File: config.mk
export PLATFORM = sky130hd
export DESIGN_NAME = mbe_ctrl
export DESIGN_NICKNAME = d
export VERILOG_FILES = /design/src/sv/mbe_pkg.sv /design/src/sv/mbe_ctrl.sv
export SDC_FILE = /design/constraint.sdc
export NUM_CORES = 1
export LEC_CHECK = 0
export BUFFER_PORTS_ARGS = -buffer_cell sky130_fd_sc_hd__buf_2
export CAP_MARGIN = 20
export CELL_PAD_IN_SITES_DETAIL_PLACEMENT = 0
export CELL_PAD_IN_SITES_GLOBAL_PLACEMENT = 1
export CORE_AREA = 4 4 41 43
export DETAILED_ROUTE_END_ITERATION = 12
export DIE_AREA = 0 0 45 47
export PLACE_DENSITY_LB_ADDON = 0.1
export RECOVER_POWER = 25
export SLEW_MARGIN = 10
export SYNTH_ARGS = -nofsm -noshare
export SYNTH_HDL_FRONTEND = slang
export SYNTH_SLANG_ARGS = --single-unit
export TNS_END_PERCENT = 50
File: constraint.sdc
create_clock -name clk -period 1.6 [get_ports clk]
set_input_delay 0.16 -clock clk [delete_from_list [all_inputs] [get_ports clk]]
set_output_delay 0.16 -clock clk [all_outputs]
set_load 0.01 [all_outputs]
File: src/sv/mbe_pkg.sv
// Shared types and constants for the Mandelbrot escape-time unit.
// Used by the controller, the datapath and the top level. No dependencies.
package mbe_pkg;

  localparam int unsigned CoordW = 32;
  localparam int unsigned CntW   = 16;
  localparam int unsigned ProdW  = 2 * CoordW;
  // Width for the exact update sums before saturation.
  localparam int unsigned SumW   = ProdW + 2;

  localparam logic [CntW-1:0] MaxIterReset = 16'd1000;

  typedef enum logic [3:0] {
    ST_IDLE = 4'b0001,
    ST_MUL  = 4'b0010,
    ST_UPD  = 4'b0100,
    ST_HOLD = 4'b1000
  } state_t;

  // Commands from the controller to the datapath.
  typedef struct packed {
    logic start;  // load c, clear z and the count
    logic mul;    // register the three products of the current z
    logic upd;    // write the next z and bump the count
    logic emit;   // load the result register
  } cmd_t;

  // Status from the datapath to the controller.
  typedef struct packed {
    logic escape;    // |z|^2 has reached 4
    logic at_limit;  // count has reached the iteration limit
  } sts_t;

endpackage

File: src/sv/mbe_ctrl.sv
// Controller state machine of the Mandelbrot escape-time unit.
// Depends on mbe_pkg for the state, command and status types.
module mbe_ctrl (
  input  logic          clk,
  input  logic          rst_n,
  input  logic          in_tvalid,
  output logic          in_tready,
  output logic          out_tvalid,
  input  logic          out_tready,
  input  mbe_pkg::sts_t sts,
  output mbe_pkg::cmd_t cmd
);
  import mbe_pkg::*;

  state_t state_r, state_nxt;
  logic   out_valid_r, out_valid_nxt;
  logic   slot_free;
  logic   finish;

  assign slot_free  = !out_valid_r || out_tready;
  assign finish     = sts.escape || sts.at_limit;
  assign in_tready  = (state_r == ST_IDLE);
  assign out_tvalid = out_valid_r;

  always_comb begin
    state_nxt = state_r;
    cmd       = '0;
    unique case (state_r)
      ST_IDLE: begin
        if (in_tvalid) begin
          cmd.start = 1'b1;
          state_nxt = ST_MUL;
        end
      end
      ST_MUL: begin
        cmd.mul   = 1'b1;
        state_nxt = ST_UPD;
      end
      ST_UPD: begin
        if (finish) begin
          if (slot_free) begin
            cmd.emit  = 1'b1;
            state_nxt = ST_IDLE;
          end else begin
            state_nxt = ST_HOLD;
          end
        end else begin
          cmd.upd   = 1'b1;
          state_nxt = ST_MUL;
        end
      end
      ST_HOLD: begin
        if (slot_free) begin
          cmd.emit  = 1'b1;
          state_nxt = ST_IDLE;
        end
      end
      default: state_nxt = ST_IDLE;
    endcase
  end

  always_comb begin
    out_valid_nxt = out_valid_r;
    if (out_tready) begin
      out_valid_nxt = 1'b0;
    end
    if (cmd.emit) begin
      out_valid_nxt = 1'b1;
    end
  end

  always_ff @(posedge clk) begin
    if (!rst_n) begin
      state_r     <= ST_IDLE;
      out_valid_r <= 1'b0;
    end else begin
      state_r     <= state_nxt;
      out_valid_r <= out_valid_nxt;
    end
  end

endmodule

==> metrics.txt <==
Crit path required time 1.44 ns; Layout Nets 53; Fillers 157; sequential share of the synthesized area 0.349; Seq cells post-synth 5; Layout area overhead 34.1%; first-pass GRT wire length 1080 um; Starting Density 0.220; P_int 0.000261 W; Via density 4.57; Max stage delay on crit path roughly 0.36 ns; Max Root-Sink Buffers 2; # DRC 0; Critical Path Fanout Max 6; depth of the most critical reg-to-reg path 4; drt total wl 631 um; hold endpoint state_r[2]; DPL Wire Length 538 um; Max Clock Skew between 0.004 and 0.005 ns; clock root buffer clkbuf_4; global route total overflow 0; area of the multi-input gates 181 um2; Worst Max-Slew Pin Slew between 0.3 and 0.4 ns; clock power share 0.402; # diodes 0; worst-case vdd ir drop 282 uV; final count of hold timing violations 0; htree depth 1; status finished clean; worst-path cell chain nor2b_1 > o21ai_0 > nor2_1 > buf_2; period utilisation layout 0.915; number of port buffers 11; DRT antenna net count 0; 1st-iter DRT viols 1; drt wl/cell 10.3 um; cell with the most instances after synthesis dfxtp_1; Yosys warning total 0; leakage roughly 0.19 nW; syn_area_per_cell 8.95 um2; r2r endpoint state_r[0]; Comb power frac 0.190; CP endpoint kind primary output; Startpoint Class register; Max Freq 683 MHz; CTS Sinks 5; postcts setup bufs 0; max cap viols 0; total power 0.000351 W; Post-Syn Area 287 um2; Num CTS Buffers 3; switch share 0.256; Slew Viols, Final 0; full die area between 0.002 and 0.0025 mm2; First-pass DRT Iterations 2; unrepaired setup endpoints after global routing false; gp weighted congestion a little under 0.7; Worst EP arrival 1.30 ns; hold depth 2; Worst Hold Class input pin to register; commonest cells in the netlist dfxtp_1 (5), nor2_1 (4); slowest CP cell dfxtp_1; core area 0.00130 mm2; Slew headroom 0.761; Die Wd ~45 um; clk_lat worst skew 0.24 ns; Syn Inst Count 32; R2R setup slack ~0.38 ns; initial antenna violation count 0; crit path time final 1.46 ns; area taken by flip-flops and latches ~100 um2; via count 279; cell accounting for the most synthesized area dfxtp_1; Reg-to-Reg Start state_r[1]; All-Layer GR Usage 0.0751; syn_nets 38; # IOs 12; die height 47 um; setup TNS 0 ns; post-synth top area share 0.349; CTS resizes 0; Post-synth ARST share 0; Crit Path Class register to primary output; CTS tree yes; prevailing post-synth register cell dfxtp_1; Synth area leaders dfxtp_1 (35%), o211a_1 (7.0%), nor4b_1 (6.1%); Hold Path Origin rst_n; Reg power frac 0.407; # hold bufs at CTS 0; pwr dens roughly 910 mW/mm2; switching power total ~0.00009 W; Netlist cell types 21; # setup viols final 0; CTS clk-pin slew, worst paths 0.04 ns; share of cells above drive strength 1 0.370; largest net degree at the start of global routing 8; Post-synth EDFFs 0; vias in the first global route roughly 280; Rows 13
-- per-layer routing --
metal,routed length [um],global-route usage,share of wire
met1,273,0.0797,0.43
met4,6,0.0702,0.0095
met3,48,0.0383,0.076
met5,0,0,0
met2,301,0.107,0.48
-- cells in the final DEF (no fill, tap or decap), drive strengths merged --
| cell | n |
|---|---|
| o21ai | 4 |
| nand3 | 1 |
| nor3 | 1 |
| nor4b | 3 |
| a21o | 1 |
| nor2 | 4 |
| xor2 | 1 |
| buf | 10 |
| clkbuf | 5 |
| nor2b | 1 |
| inv | 1 |
| nor3b | 1 |
| dfxtp | 5 |
| a211o | 1 |
| a21boi | 1 |
| and2b | 1 |
| o211a | 2 |
| nand2b | 1 |
| and2 | 2 |
-- worst max path at each step --
stage                    start  slack [ns]          to  cells past startpoint
detailed placement  state_r[2]        0.35      cmd[1]                      3
global placement    state_r[2]        0.28      cmd[1]                      3
CTS                 state_r[2]        0.09      cmd[1]                      3
floorplan           state_r[2]        0.38  state_r[1]                      3
finish              state_r[3]        0.14      cmd[0]                      4
global route        state_r[2]       0.003      cmd[0]                      4
-- flip-flops by register name, indices dropped and copies added, names as in the netlist --
name,cells
state_r,4
out_tvalid,1
-- per-stage QoR --
step	area, um2	setup WS [ns]	instances	hold slack (ns)	util
after floorplan	287	0.385	32	0.289	-
after global placement	353	0.279	57	0.444	0.271
after detailed placement	353	0.351	57	0.442	0.271
after CTS	379	0.0891	61	0.191	0.291
after global routing	384	0.00288	61	0.192	0.295
final	384	0.136	61	0.195	0.295
-- area by class of cell --
type                    instances  share of cell area
clock buffers                   4              0.0684
inverters                       1             0.00977
multi-input cells              25               0.472
well taps                      15              0.0489
repair buffers                 11               0.140
flip-flops and latches          5               0.261
-- kinds of logic (layout without fill, tap and decap cells) --
kind of cell,after synthesis,in the layout,share of synthesized area
simple gates,15,15,0.345
buf+inv,2,16,0.0393
xor+xnor,1,1,0.0306
flops,5,5,0.349
compound gates,9,9,0.236
-- power groups by stage --
stage	sequential [W]	clock, W	combinational (W)
final	0.000143	0.000141	0.0000668
after global routing	0.000145	0.000154	0.0000758
after CTS	0.000142	0.000149	0.0000688
after detailed placement	0.000144	0	0.0000685
after global placement	0.000143	0	0.0000693
after floorplan	0.000142	0	0.0000457
-- worst max-delay path, delay by kind of cell (launching register included) --
kind,cells,cell delay [ns]
DFF,1,0.36
and+or+nand+nor,2,0.24
buffers and inverters,1,0.15
AOI/OAI and AO/OA,1,0.31
(Power assumes the default switching activity.)
